$ cat src/rtl/sjc_pkg.sv
package sjc_pkg;

   localparam int MAX_MASSES = 64;
   localparam int IDX_W      = 6;
   localparam int ROW_W      = IDX_W + 1;
   localparam int POS_W      = 32;
   localparam int MAG_W      = 32;
   localparam int SQ_W       = 2 * MAG_W + 1;
   localparam int ROOT_W     = MAG_W + 1;
   localparam int LEN_W      = 16;
   localparam int FRAC_W     = 16;
   localparam int Q_W        = 32;
   localparam int DIV_W      = Q_W + FRAC_W;
   localparam int U_W        = FRAC_W + 1;
   localparam int VAL_W      = 48;
   localparam int KMAG_W     = 63;
   localparam int ENT_N      = 4;
   localparam int LANE_N     = 3;

   localparam logic [LEN_W-1:0]  MIN_LEN_RST = 16'd1;
   localparam logic [KMAG_W-1:0] SAT_LIM     = 63'h4000_0000_0000_0000;
   localparam logic [VAL_W-1:0]  OUT_MAG_MAX = 48'h8000_0000_0000;
   localparam logic [VAL_W-1:0]  OUT_POS_MAX = 48'h7FFF_FFFF_FFFF;

   // Lanes of the divider.
   localparam int LANE_UX = 0;
   localparam int LANE_UY = 1;
   localparam int LANE_Q  = 2;

   typedef struct packed {
      logic             valid;
      logic             skip;
      logic             mass_a;
      logic             mass_b;
      logic [IDX_W-1:0] idx_a;
      logic [IDX_W-1:0] idx_b;
      logic             neg_x;
      logic             neg_y;
      logic [MAG_W-1:0] mag_x;
      logic [MAG_W-1:0] mag_y;
      logic [Q_W-1:0]   stiff;
      logic [Q_W-1:0]   rest;
      logic [Q_W-1:0]   inv_a;
      logic [Q_W-1:0]   inv_b;
   } side_type;

   typedef struct packed {
      logic                               valid;
      logic                               skip;
      logic                               mass_a;
      logic                               mass_b;
      logic [IDX_W-1:0]                   idx_a;
      logic [IDX_W-1:0]                   idx_b;
      logic [ENT_N-1:0]                   kneg;
      logic [1:0][ENT_N-1:0][VAL_W-1:0]   vsat;
   } emit_type;

endpackage

$ cat src/rtl/sjc_emit.sv
module sjc_emit (
   input  logic                          clock,
   input  logic                          reset,
   input  sjc_pkg::emit_type             item_in,
   output logic                          free,
   output logic                          rsp_strobe,
   output logic [sjc_pkg::ROW_W-1:0]     rsp_matrix_row,
   output logic [sjc_pkg::ROW_W-1:0]     rsp_matrix_col,
   output logic signed [sjc_pkg::VAL_W-1:0] rsp_delta_value,
   output logic                          rsp_last_of_spring
);

   localparam logic [3:0] STEP_FIRST_A = 4'd0;
   localparam logic [3:0] STEP_FIRST_B = 4'd8;
   localparam logic [3:0] STEP_LAST_2  = 4'd15;
   localparam logic [3:0] STEP_LAST_A  = 4'd6;
   localparam logic [3:0] STEP_LAST_B  = 4'd14;

   sjc_pkg::emit_type hold_ff;
   logic              active_ff;
   logic [3:0]        step_ff;

   logic       both, at_last, load;
   logic [3:0] last_step;

   always_comb begin
      both      = hold_ff.mass_a & hold_ff.mass_b;
      last_step = both ? STEP_LAST_2 : (hold_ff.mass_a ? STEP_LAST_A : STEP_LAST_B);
      at_last   = active_ff && (step_ff == last_step);
      free      = !active_ff || at_last;
      load      = item_in.valid && !item_in.skip && free;
   end

   // Step bits: end, row axis, column axis, own/other column.
   always_ff @(posedge clock) begin
      if (reset) begin
         active_ff <= 1'b0;
      end else if (load) begin
         active_ff <= 1'b1;
         hold_ff   <= item_in;
         step_ff   <= item_in.mass_a ? STEP_FIRST_A : STEP_FIRST_B;
      end else if (at_last) begin
         active_ff <= 1'b0;
      end else if (active_ff) begin
         step_ff   <= step_ff + (both ? 4'd1 : 4'd2);
      end
   end

   logic [sjc_pkg::IDX_W-1:0] idx_e, idx_o;
   logic [1:0]                ent;
   logic                      neg;
   logic [sjc_pkg::VAL_W-1:0] vs;

   always_comb begin
      idx_e = step_ff[3] ? hold_ff.idx_b : hold_ff.idx_a;
      idx_o = step_ff[3] ? hold_ff.idx_a : hold_ff.idx_b;
      ent   = step_ff[2:1];
      vs    = hold_ff.vsat[step_ff[3]][ent];
      neg   = hold_ff.kneg[ent] ^ !step_ff[0];
      rsp_strobe         = active_ff;
      rsp_last_of_spring = at_last;
      rsp_matrix_row     = {idx_e, step_ff[2]};
      rsp_matrix_col     = step_ff[0] ? {idx_o, step_ff[1]} : {idx_e, step_ff[1]};
      if (neg) begin
         rsp_delta_value = $signed(-vs);
      end else if (vs[sjc_pkg::VAL_W-1]) begin
         rsp_delta_value = $signed(sjc_pkg::OUT_POS_MAX);
      end else begin
         rsp_delta_value = $signed(vs);
      end
   end

endmodule

$ cat config.mk
export PLATFORM = sky130hd
export DESIGN_NAME = sjc_emit
export DESIGN_NICKNAME = d
export VERILOG_FILES = /design/src/rtl/sjc_pkg.sv /design/src/rtl/sjc_emit.sv
export SDC_FILE = /design/constraint.sdc
export NUM_CORES = 1
export LEC_CHECK = 0
export BUFFER_PORTS_ARGS = -buffer_cell sky130_fd_sc_hd__buf_4
export CAP_MARGIN = 15
export CORE_UTILIZATION = 30
export CTS_BUF_LIST = sky130_fd_sc_hd__clkbuf_2
export DETAILED_ROUTE_END_ITERATION = 10
export PLACE_DENSITY = 0.48
export RECOVER_POWER = 100
export SKIP_CTS_REPAIR_TIMING = 1
export SLEW_MARGIN = 20
export SYNTH_ARGS = -nofsm -noshare
export SYNTH_HDL_FRONTEND = slang
export SYNTH_SLANG_ARGS = --single-unit
$ cat constraint.sdc
create_clock -name clock -period 29.6 [get_ports clock]
set_input_delay 5.92 -clock clock [delete_from_list [all_inputs] [get_ports clock]]
set_output_delay 5.92 -clock clock [all_outputs]
set_load 0.05 [all_outputs]
# After elaboration in Yosys (flattened, before gate mapping)
# Index checks and enable logic that the tools add are counted.
# totals
regBits	407
elab_cells	55
input_bits	406
output_inout_bits	65
# op_classes
n_reduce_logical	11
muxes	20
eq_ne	2
add_sub_neg	2
bitwise	3
n_lt_le_gt_ge	2
# op_table
operator	count
$mux 192	2
$bmux 48 s2	1
$mux 48	2
$neg 48->48	1
$mux 47	1
$mux 4	6
$mux 6	2
$mux 7	1
$add 4x2->4	1
$eq 4x4->1	1
$reduce_bool 2->1	2
$logic_and 1x1->1	3
$logic_not 1->1	3
$lt 2x3->1 const B	1
$mux 1	3
$reduce_and 3->1	1
$bmux 1 s2	1
$lt 1x2->1 const B	1
$mux 2	1
$ne 2x1->1 const B	1
$reduce_and 2->1	1
$and 1x1->1	1
$logic_or 1x1->1	1
$not 1->1	1
$xor 1x1->1	1

# Depth between registers and ports, before layout
# Gate-level depths: netlist of run 1.
# logic_depth
word_depth	8
mapped_depth	16
depth_no_buf	9

# Least setup slack after synthesis of run 1
# No wires, ideal clock.
# synth_timing
kind	input to register
startpoint	input item_in[402] (netlist bit)
endpoint	register hold_ff[0] (netlist bit), enable pin
path_stages	3
setup_ns	1.177
arrival_ns	23.060
required_time_ns	28.423
setup_slack_ns	5.364
path_buffers	0
path_cell_list	nand2b_1 > nand2b_1 > nor2_1
# synth_via
elab_chain_cells	4
# synth_lines
item	line_no	source
from (decl)	sjc_emit.sv:4	input sjc_pkg::emit_type item_in,
$logic_not 1->1	sjc_emit.sv:31	load = item_in.valid && !item_in.skip && free;
$logic_and 1x1->1 (2 in series)	sjc_emit.sv:31	
$reduce_and 2->1 (no source line)	-	
to (signal assigned)	sjc_emit.sv:40	hold_ff <= item_in;
to (decl)	sjc_emit.sv:19	sjc_pkg::emit_type hold_ff;
# Every way passes these cells.
# A chain may end at the register's enable or synchronous reset.

# Final worst setup path of run 1
# layout_timing
startpoint	register step_ff[3]
endpoint	register hold_ff[56] (netlist bit), enable pin
# layout_via
elab_chain_cells	5
# layout_lines
item	line_no	source
from (decl)	sjc_emit.sv:21	logic [3:0] step_ff;
from (signal assigned)	sjc_emit.sv:41	step_ff <= item_in.mass_a ? STEP_FIRST_A : STEP_FIRST_B;
from (signal assigned)	sjc_emit.sv:45	step_ff <= step_ff + (both ? 4'd1 : 4'd2);
$eq 4x4->1	sjc_emit.sv:29	at_last = active_ff && (step_ff == last_step);
$logic_and 1x1->1	sjc_emit.sv:29	
$logic_or 1x1->1	sjc_emit.sv:30	free = !active_ff || at_last;
$logic_and 1x1->1	sjc_emit.sv:31	
$reduce_and 2->1 (no source line)	-	
# Every way passes these cells.

==> metrics.md, run 1 <==
| Metric | Value |
|---|---|
| Synth cell types | about 70 |
| Max transition margin | -527% |
| Cell row count | 87 |
| Worst vdd ir | about 26 uV |
| Clk_skew | about 0.062 ns |
| Initial DRT Pass Iterations | 5 |
| P&R area growth vs syn | 28.8% |
| WS Path Type | reg -> reg |
| CP Data Arrival Time | between 15 and 20 ns |
| CTS Buffer Depth | 3 |
| Layout cell share with drive strength beyond 1 | 43.0% |
| PwrDens | between 50 and 60 mW/mm2 |
| Avg Inst Size Synth | roughly 18 um2 |
| CP max FO | 128 |
| Seq/Total Area, Yosys | a little over two thirds |
| Synthesized instance count | 976 |
| Post-DP HPWL | about 39 mm |
| Post-Synth Simple-Gate Area | 6.69% |
| Final Cell Area | 0.0224 mm2 |
| Switching Share | between 20 and 30% |
| Via Count | 11,104 |
| Most frequent cells in the layout | 406 x edfxtp_1, 391 x clkbuf_4, 167 x clkbuf_2 |
| Largest family of logic cells by synthesized area | multiplexers |
| EDFF count, synth | 406 |
| Mapped cell area | roughly 0.017 mm2 |
| NetSw | around 380 uW |
| Final Hold Fails | 0 |
| Synth Area in Compound Gates | 4.29% |
| Violated checks | max-capacitance violations, max-slew violations |
| Vias in the first global route | about 12,000 |
| Critical Path Slowest Stage Cell | clkbuf_1 |
| Core Footprint | 0.0568 mm2 |
| Gr ovfl total | 0 |
| Die area | 0.0589 mm2 |
| Outcome | complete, but fails checks |
| Clock Latency Late Sink | around 1.1 ns |
| Port buffer count | 470 |
| Maxcap violations | 7 |
| Worst-margin pin slew | ~9.4 ns |
| Width of the chip | between 200 and 250 um |
| Period Utilization, post-route | 53.4% |
| Final setup TNS | 0 ns |
| Critical path's largest stage delay | about 4.7 ns |
| Fmax | ~63 MHz |
| Routed Antenna Nets | 0 |
| Root Driver | clkbuf_2 |
| DP Area | between 0.02 and 0.025 mm2 |
| Initial antenna violation count | 3 |
| Drt total wl | 53.7 mm |
| Clock power share | 31.5% |
| Endpoint class of the critical path | register |
| Startpoint Class | register |
| Htree depth | 3 |
| GPL Wtd Cong | roughly 0.8 |
| CTS Sinks | roughly 400 |
| Area share of fa/ha/maj cells after synthesis | less than 1% |
| Drt wl/cell | approximately 23 um |
| Fin crit period | ~16 ns |
| Largest net degree at the start of global routing | between 150 and 200 |
| Cells along the critical path | clkbuf_1 > clkbuf_1 > xnor2_1 > o31ai_1 > nand2b_1 > nor2_1 > clkbuf_1 > clkbuf_1 |
| Min-Delay Path Class | reg -> reg |
| Chip height | between 200 and 250 um |
| DRC viols | 0 |
| Most common cell after layout, fill and taps aside | edfxtp_1 |
| # IOs | roughly 470 |
| Number of vias per cell | ~4.7 |
| Final setup viols | 0 |
| Synth Net Count | between 1,000 and 1,500 |
| Flop pwr share | 51.9% |
| Critical Path RT | 30.04 ns |
| Mux contribution to synthesized area | between 15 and 20% |
| Asr flop ratio synth | 0% |
| Unrepaired setup endpoints after global routing | no |
| First-pass GRT wire length | around 78 mm |
| XOR/XNOR share of the synthesized area | ~1.3% |
| CTS Buf Count | 110 |
| CTS clk-pin slew, worst paths | about 0.10 ns |
| Comb power frac | between 10% and 20% |
| Slew Viols, Final | ~530 |
| Tot GR Track Use | a little under a fifth |
| LEAKAGE | between 8 and 9 nW |
| DR iter-0 viols | around 550 |
| Ys Warns | 0 |
| Nets@finish | 1,935 |
| Initial cell density of the core | roughly 31% |
| Post-synthesis register bit count | between 400 and 500 |
| Most used cell, CP | clkbuf_1 |
| Post-synth top flop | edfxtp_1 |
| CTS tree | built |
| Pint | about 900 uW |
==> synthesized netlist by cell type (4+ instances only) <==
library cell,number,area (um2)
xnor2_1,16,140
a32oi_1,5,43.8
o211ai_1,6,45.0
nor2_1,40,150
mux4_1,19,499
nor2b_1,8,50.1
buf_4,4,30.0
buf_12,4,80.1
or3_1,10,62.6
and2_1,15,93.8
or2_2,5,31.3
o21ai_0,18,90.1
mux2i_1,53,531
nand4_1,5,31.3
nand3_1,14,70.1
nor3_1,22,110
a21oi_1,19,95.1
buf_2,13,65.1
a211oi_1,4,30.0
mux2i_2,4,55.1
nand2_1,67,251
xor2_1,10,87.6
mux4_2,57,1280
a22oi_1,29,218
nand2b_1,4,25.0
edfxtp_1,406,12200
inv_1,4,15.0
and3_1,5,31.3
o22ai_1,5,31.3
a31oi_1,4,25.0
mux2_2,22,248
buf_6,5,56.3
clkbuf_1,18,67.6
buf_1,4,15.0
==> path summary, 6_finish.rpt <==
kind                                 start     endpoint  slack [ns]  cells after the start
worst max-delay path            step_ff[3]  hold_ff[56]       13.79                      8
worst min-delay path            rsp_strobe   rsp_strobe        0.56                      2
worst max register to register  step_ff[3]  hold_ff[56]       13.79                      8
worst min register to register  rsp_strobe   rsp_strobe        0.56                      2
==> flip-flops by register name, summed over array words and instances (netlist names) <==
signal and flops:
hold_ff 402, step_ff 4, rsp_strobe 1
==> metrics by stage <==
step / power (mW) / hold slack (ns) / instances / setup WS [ns] / util [%]
3_5_place_dp: 0.901 / 0.555 / 2168 / 18.00 / 38.2
2_1_floorplan: 0.811 / 0.757 / 976 / 5.36 / -
6_report: 1.28 / 0.564 / 2365 / 13.79 / 39.4
4_1_cts: 1.31 / 0.567 / 2361 / 16.75 / 39.9
3_3_place_gp: 0.900 / 0.543 / 2167 / 17.56 / 38.1
5_1_grt: 1.34 / 0.598 / 2365 / 11.81 / 39.4
==> area by class of cell <==
type,count,area [um2]
inverter,5,18.8
timing repair buffer,486,3380
tap,756,946
clock buffer,167,836
fill,5508,34400
clock inverter,26,174
sequential,407,12200
multi-input combinational,515,4800
antenna,3,7.51
==> per-layer routing <==
| metal | part of all wire [%] | global-route usage, % | vias to the layer above |
|---|---|---|---|
| met1 | 39 | 21.7 | 5495 |
| met5 | 0 | 0 | - |
| met4 | 2.4 | 6.36 | 0 |
| li1 | - | - | 5120 |
| met3 | 7.6 | 5.77 | 75 |
| met2 | 51 | 31.1 | 414 |
==> cell families after synthesis <==
| logic type | after synthesis |
|---|---|
| flip-flops | 407 |
| AND/OR/NAND/NOR | 220 |
| multiplexers | 155 |
| AO/OA/AOI/OAI | 110 |
| buffers and inverters | 54 |
| XOR/XNOR | 26 |
| adder cells (fa/ha/maj) | 4 |
==> power by group through the flow <==
stage	Sequential (mW)	Clock (mW)	Combinational [mW]
4_1_cts	0.659	0.425	0.229
5_1_grt	0.665	0.450	0.227
6_report	0.663	0.402	0.211
3_5_place_dp	0.673	0	0.228
2_1_floorplan	0.681	0	0.130
3_3_place_gp	0.673	0	0.227
==> critical path, delay by kind of cell (launching register included) <==
kind                   cells  cell delay (ns)
AO/OA/AOI/OAI              1             0.50
buffers and inverters      4            11.08
flip-flops                 1             0.79
XOR/XNOR                   1             0.29
AND/OR/NAND/NOR            2             2.19
No activity file was read; power rests on OpenSTA's default activity.
==> run 2, diff against run 1 <==
- ABC_AREA: unset -> 1
- PLACE_DENSITY: 0.48 -> 0.47
- clock period: 29.6 -> 16.2 ns (I/O delays scaled with it)
==> run 2 against run 1 <==
Against the previous run:
- the flow still finishes with violations (max-capacitance violations, max-slew violations)
- clock skew increased by 0.028 ns
- sequential share of layout area fell by 4.1 points
- area after synthesis is 11% higher
- hold slack better by 0.052 ns
- global-route usage up 2.1 points
- flip-flop and latch count is the same
- power is 90% higher
- cell area rose by 8.1%
- sequential power increased by 83%
- largest cell class unchanged
==> metrics.md, run 2 <==
| Metric | Value |
|---|---|
| Outcome | complete, but fails checks (unchanged) |
| Violated checks | max-capacitance violations, max-slew violations (unchanged) |
| WS Path Type | reg -> out (was reg -> reg) |
| Critical Path RT | 12.96 ns (was 30.04 ns) |
| Yosys top cell by area | edfxtp_1 (unchanged) |
| Layout cell share with drive strength beyond 1 | 21.0% (was 43.0%) |
| Gr ovfl total | 0 (unchanged) |
| Reg-to-Reg End | hold_ff[282] (was hold_ff[56]) |
| Min-Delay Path Class | reg -> reg (unchanged) |
| Tot GR Track Use | 20.4% (was 18.3%) |
| CTS tree | built (unchanged) |
| Post-synthesis register bit count | 407 (unchanged) |
| DRC viols | 0 (unchanged) |
| Width of the chip | 255 um (was 243 um) |
| CTS Buffer Depth | 3 (unchanged) |
| Top reg by flops | hold_ff (unchanged) |
| Root Driver | clkbuf_2 (unchanged) |
| LEAKAGE | 10.9 nW (was 8.23 nW) |
| # IOs | 471 (unchanged) |
| Worst-margin pin slew | 4.25 ns (was 9.40 ns) |
| Startpoint Class | register (unchanged) |
| EDFF count, synth | 406 (unchanged) |
| Synthesized instance count | 2,079 (was 976) |
| GPL Wtd Cong | 0.883 (was 0.789) |
| Pre-CTS setup slack | 8.16 ns (was 18.00 ns) |
| CP Data Arrival Time | 8.64 ns (was 16.25 ns) |
| Vias in the first global route | 15,929 (was 11,810) |
| First-pass GRT wire length | 99.1 mm (was 77.7 mm) |
| Most common library cells after synthesis | 706 x nand2_1, 406 x edfxtp_1, 343 x inv_1 (was 406 x edfxtp_1, 67 x nand2_1, 57 x mux4_2) |
| Largest net degree at the start of global routing | 139 (was 197) |
| Number of vias per cell | 4.50 (was 4.70) |
| PwrDens | 100 mW/mm2 (was 57.1 mW/mm2) |
| Unrepaired setup endpoints after global routing | no (unchanged) |
| Ys Warns | 0 (unchanged) |
| Clock Latency Late Sink | 1.15 ns (was 1.08 ns) |
| Synth cell types | 31 (was 68) |
| Final setup TNS | 0 ns (unchanged) |
| Period Utilization, post-route | between 70% and 80% |
| Max transition margin | -184% (was -527%) |
| Post-layout util | 38.3% (was 39.4%) |
| Fin crit period | 11.88 ns |
| CTS clk-pin slew, worst paths | 0.10 ns (about the same) |
| R2r setup slk | 5.25 ns (was 13.79 ns) |
| Initial cell density of the core | 30.5% (was 30.6%) |
| Seq/Total Area, Yosys | 63.4% (was 70.3%) |
| Via Count | 15,908 (was 11,104) |
| Worst r2r path cells | 8 (unchanged) |
| Slew Viols, Final | 474 (was 529) |
| PnR worst setup slack | 4.32 ns (was 13.79 ns) |
| Cell row count | 92 (was 87) |
| CTS Buf Count | 111 (was 110) |
| Post-synth top flop | edfxtp_1 (unchanged) |
| Most common cell after layout, fill and taps aside | nand2_1 (was edfxtp_1) |
| Synth Net Count | 2,489 (was 1,386) |
| Die area | 0.0652 mm2 (was 0.0589 mm2) |
| Clk_skew | 0.0899 ns (was 0.0616 ns) |
| Core Footprint | 0.0632 mm2 (was 0.0568 mm2) |
| Worst vdd ir | 53.0 uV (was 25.7 uV) |
| CP max FO | 138 (was 128) |
| Routed Antenna Nets | 0 (unchanged) |
| Asr flop ratio synth | 0% (unchanged) |
| Drt wl/cell | 18.9 um (was 22.7 um) |
| Drt total wl | 66.9 mm (was 53.7 mm) |
| Hold path startpoint | rsp_strobe (unchanged) |
| Hold Crit Endpoint | rsp_strobe (unchanged) |
| Nets@finish | 3,001 (was 1,935) |
| Htree depth | 3 (unchanged) |
| Fmax | around 84 MHz |
| Mapped cell area | 0.0193 mm2 (was 0.0174 mm2) |
| P&R area growth vs syn | 25.6% (was 28.8%) |
| Most frequent cells in the layout | 706 x nand2_1, 406 x edfxtp_1, 351 x clkbuf_4 (was 406 x edfxtp_1, 391 x clkbuf_4, 167 x clkbuf_2) |
| Synth area leaders | edfxtp_1 63%, nand2_1 14%, inv_1 6.7%, nand3_1 6.6%, nor2_1 2.7% (was edfxtp_1 70%, mux4_2 7.4%, mux2i_1 3.1%, mux4_1 2.9%, nand2_1 1.4%) |
| Avg Inst Size Synth | 9.26 um2 (was 17.8 um2) |
| Post-DP HPWL | 47.6 mm (was 39.3 mm) |
| Endpoint class of the critical path | output pin (was register) |
| Initial antenna violation count | 14 (was 3) |
| Most instantiated library cell after synthesis | nand2_1 (was edfxtp_1) |
| DR iter-0 viols | 1,176 (was 547) |
| Initial DRT Pass Iterations | 7 (was 5) |
| Final Hold Fails | 0 (unchanged) |
| Chip height | 255 um (was 243 um) |
| Hold Path Depth | 2 (unchanged) |
| Maxcap violations | 7 (unchanged) |
| CTS Sinks | 407 (unchanged) |
| Port buffer count | 470 (unchanged) |
| Final setup viols | 0 (unchanged) |
| Post-synth top area share | 63.3% (was 70.2%) |
| Reg2Reg Launch Point | step_ff[1] (was step_ff[3]) |
| Max reg flops | 402 (unchanged) |
-- run 2: cell families after synthesis --
logic type / count (synthesis) / synth area share, %
simple gates: 1117 / 23.7
xor+xnor: 11 / 0.539
fa+ha+maj: 4 / 0.299
mux: 3 / 0.175
buf+inv: 437 / 9.21
flops: 407 / 63.4
compound gates: 100 / 2.70
-- run 2: worst max-delay path: stages (launching register included) --
cell      delay (ns)
edfxtp_1        0.42
buf_12          0.27
inv_6           0.63
clkbuf_1        2.88
o21ai_0         0.28
o221ai_1        0.31
o21ai_0         0.26
nor2_1          0.41
clkbuf_1        0.41
inv_1           0.56
nand4_1         0.25
nand2_1         0.08
inv_1           0.05
clkbuf_1        0.53
-- run 2: worst max-delay path by stage --
stage,slack [ns],end,start,cells past startpoint
6_report,4.32,rsp_delta_value[25],step_ff[3],13
2_1_floorplan,1.72,hold_ff[0],item_in[403],4
3_3_place_gp,8.20,rsp_delta_value[22],step_ff[3],16
5_1_grt,3.26,rsp_delta_value[25],step_ff[3],13
4_1_cts,6.75,rsp_delta_value[38],step_ff[3],16
3_5_place_dp,8.16,rsp_delta_value[38],step_ff[3],16
-- run 2: through the flow --
| step | total power [mW] | area, um2 | cells | hold slack (ns) |
|---|---|---|---|---|
| final | 2.42 | 24200 | 3532 | 0.616 |
| after global routing | 2.55 | 24200 | 3529 | 0.665 |
| after CTS | 2.49 | 24600 | 3522 | 0.637 |
| after detailed placement | 1.72 | 23500 | 3324 | 0.618 |
| after global placement | 1.72 | 23500 | 3324 | 0.623 |
| after floorplan | 1.51 | 19300 | 2079 | 0.785 |
-- run 2: final cells by class --
type	instances	area [um2]
diodes	10	25.0
clock buffers	157	786
clock inverters	41	241
fillers	6610	39000
inverters	349	1320
multi-input cells	1235	5290
flip-flops and latches	407	12200
well taps	846	1060
repair buffers	487	3260
-- run 2: metal layers --
layer	vias to the layer above	GRT usage, %	wire length (um)
li1	7766	-	-
met1	7456	26.2	28700
met2	567	32.9	31600
met3	113	5.50	4670
met4	6	7.41	1930
met5	-	0	40
-- run 2: where the power goes --
part / internal (mW) / leakage (nW) / total [mW] / switching [mW]
Sequential: 1.20 / 3.72 / 1.21 / 0.00796
Clock: 0.299 / 0.769 / 0.755 / 0.456
Combinational: 0.129 / 6.37 / 0.462 / 0.332
Total: 1.63 / 10.9 / 2.42 / 0.796
==> run 3, diff against run 2 <==
- PLACE_DENSITY: 0.47 -> 0.49
- clock period: 16.2 -> 10.7 ns (I/O delays scaled with it)
==> run 3 against run 2 <==
Against the previous run:
- combinational power increased by 55%
- first-iteration DRC count decreased by 3.1%
- global-route usage decreased by 0.56 points
- the flow still finishes with violations (max-capacitance violations, max-slew violations)
- flip-flop and latch count unchanged
- count of clock-buffer cells in the layout decreased by 2
- cell count decreased by 0.65%
- critical path depth increased by 3
- die area unchanged
- cell area increased by 0.11%
- sequential share of layout area decreased by 0.055 points
- hold slack improved by 0.0019 ns
==> metrics.md, run 3 (synthesis gave the netlist of run 2 again) <==
| Metric | Value |
|---|---|
| Post-DP HPWL | 47.0 mm (was 47.6 mm) |
| Min-Delay Path Class | reg -> reg (unchanged) |
| Max transition margin | -98.7% (was -184%) |
| Critical Path RT | 8.56 ns (was 12.96 ns) |
| Chip height | 255 um (unchanged) |
| Post-layout util | 38.3% (about the same) |
| Pre-CTS setup slack | 3.93 ns (was 8.16 ns) |
| Top reg by flops | hold_ff (unchanged) |
| Initial antenna violation count | 13 (was 14) |
| DP Area | 0.0235 mm2 (about the same) |
| Critical Path Sink | rsp_delta_value[33] (was rsp_delta_value[25]) |
| Routed Antenna Nets | 0 (unchanged) |
| Tot GR Track Use | 19.9% (was 20.4%) |
| Violated checks | max-capacitance violations, max-slew violations (unchanged) |
| P&R area growth vs syn | 25.8% (was 25.6%) |
| WS Path Type | reg -> out (unchanged) |
| Most common cell after layout, fill and taps aside | nand2_1 (unchanged) |
| Endpoint class of the critical path | output pin (unchanged) |
| Drt wl/cell | 18.5 um (was 18.9 um) |
| Layout cell share with drive strength beyond 1 | 21.9% (was 21.0%) |
| Max reg flops | 402 (unchanged) |
| Die area | 0.0652 mm2 (unchanged) |
| Clock Latency Late Sink | 1.12 ns (was 1.15 ns) |
| Number of vias per cell | 4.46 (was 4.50) |
| Unrepaired setup endpoints after global routing | no (unchanged) |
| CP max FO | 65 (was 138) |
| CTS Buf Count | 108 (was 111) |
| Pint | 2.48 mW (was 1.63 mW) |
| Worst-margin pin slew | 2.98 ns (was 4.25 ns) |
| Cell row count | 92 (unchanged) |
| Vias in the first global route | 15,654 (was 15,929) |
| Maxcap violations | 3 (was 7) |
| Fillers | 6,566 (was 6,610) |
| Final setup viols | 0 (unchanged) |
| Width of the chip | 255 um (unchanged) |
| R2r setup slk | 2.54 ns (was 5.25 ns) |
| Finished Layout Cells | 3,509 (was 3,532) |
| CTS Buffer Depth | 3 (unchanged) |
| Clock power share | 30.3% (was 31.2%) |
| # IOs | 471 (unchanged) |
| Via Count | 15,648 (was 15,908) |
| Gr ovfl total | 0 (unchanged) |
| DRC viols | 0 (unchanged) |
| Initial cell density of the core | 30.5% (unchanged) |
| Fmax | 112 MHz |
| Reg-to-Reg End | hold_ff[158] (was hold_ff[282]) |
| Outcome | complete, but fails checks (unchanged) |
| NetSw | 1.16 mW (was 796 uW) |
| Hold Path Depth | 2 (unchanged) |
| Startpoint Class | register (unchanged) |
| Most frequent cells in the layout | 706 x nand2_1, 406 x edfxtp_1, 348 x clkbuf_4 (was 706 x nand2_1, 406 x edfxtp_1, 351 x clkbuf_4) |
| Final setup TNS | 0 ns (unchanged) |
| Drt total wl | 65.0 mm (was 66.9 mm) |
| Port buffer count | 470 (unchanged) |
| CP Data Arrival Time | 6.82 ns (was 8.64 ns) |
| Hold slack | 0.618 ns (was 0.616 ns) |
| PnR worst setup slack | 1.74 ns (was 4.32 ns) |
| Core Footprint | 0.0632 mm2 (unchanged) |
| Flop pwr share | 50.0% (was 49.8%) |
| Period Utilization, post-route | a little over four fifths |
| Switching Share | 31.8% (was 32.9%) |
| Nets@finish | 2,996 (was 3,001) |
| Fin crit period | about 9 ns |
| Final Hold Fails | 0 (unchanged) |
| Htree depth | 3 (unchanged) |
| Total power | 3.64 mW (was 2.42 mW) |
| GPL Wtd Cong | 0.874 (was 0.883) |
| Worst r2r path cells | 8 (unchanged) |
| Initial DRT Pass Iterations | 5 (was 7) |
| Root Driver | clkbuf_2 (unchanged) |
| Slew Viols, Final | 139 (was 474) |
| CTS tree | built (unchanged) |
| Clk_skew | 0.0634 ns (was 0.0899 ns) |
| Final Cell Area | 0.0242 mm2 (about the same) |
| First-pass GRT wire length | 96.8 mm (was 99.1 mm) |
| LEAKAGE | 10.9 nW (about the same) |
| PwrDens | 150 mW/mm2 (was 100 mW/mm2) |
| Worst vdd ir | 73.3 uV (was 53.0 uV) |
| CTS clk-pin slew, worst paths | 0.10 ns (about the same) |
| Reg2Reg Launch Point | step_ff[1] (unchanged) |
| CTS Sinks | 407 (unchanged) |
| Comb power frac | 19.7% (was 19.1%) |
| Crit path from | step_ff[1] (was step_ff[3]) |
| DR iter-0 viols | 1,140 (was 1,176) |
| Largest net degree at the start of global routing | 190 (was 139) |
| Placed Cells | 3,322 (was 3,324) |
## run 3: cell types whose count changed in the layout (fill, tap and decap cells not counted), moves of 3 or more
cell	previous run	this run
buf_4	26	57
clkinv_2	8	4
diode_2	10	5
clkbuf_1	108	78
inv_2	1	4
clkbuf_4	351	348
nor2_1	140	143
clkinv_1	28	18
## run 3: worst min-delay path by stage
stage / slack [ns] / to / start
2_1_floorplan: 0.78 / step_ff[0] / step_ff[0]
3_3_place_gp: 0.61 / rsp_strobe / rsp_strobe
3_5_place_dp: 0.63 / rsp_strobe / rsp_strobe
4_1_cts: 0.64 / rsp_strobe / rsp_strobe
5_1_grt: 0.66 / rsp_strobe / rsp_strobe
6_report: 0.62 / rsp_strobe / rsp_strobe
## run 3: critical path, stage by stage, from the launching register on
cell	delay [ns]
edfxtp_1	0.40
clkbuf_1	2.03
buf_4	0.89
nor2_1	0.11
nand2_1	0.10
nand3_1	0.06
nand2_1	0.29
nand2_1	0.18
nor2_1	0.16
nand2_1	0.11
nand2_1	0.10
nand2_1	0.11
nor2_2	0.34
nand2_1	0.18
o21ai_1	0.16
inv_1	0.06
buf_4	0.19
## run 3: area by class of cell
type | count | area, um2 | share of cell area, %
repair buffers | 485 | 3370 | 13.9
flip-flops and latches | 407 | 12200 | 50.4
clock buffers | 155 | 776 | 3.20
inverters | 349 | 1320 | 5.45
diodes | 5 | 12.5 | 0.0517
well taps | 846 | 1060 | 4.37
multi-input cells | 1235 | 5280 | 21.8
clock inverters | 27 | 189 | 0.780
## run 3: per-layer routing
| metal | up-vias | track usage, % | routed length, um |
|---|---|---|---|
| li1 | 7742 | - | - |
| met4 | 12 | 7.40 | 1690 |
| met1 | 7280 | 25.3 | 28000 |
| met5 | - | 0 | 80 |
| met2 | 509 | 32.3 | 30700 |
| met3 | 105 | 5.09 | 4520 |
## run 3: power groups by stage
stage                     Sequential, mW  Clock, mW  Combinational, mW
final                               1.82       1.10              0.716
after global routing                1.83       1.23              0.776
after CTS                           1.82       1.16              0.750
after detailed placement            1.86          0              0.748
after global placement              1.86          0              0.748
after floorplan                     1.87          0              0.414
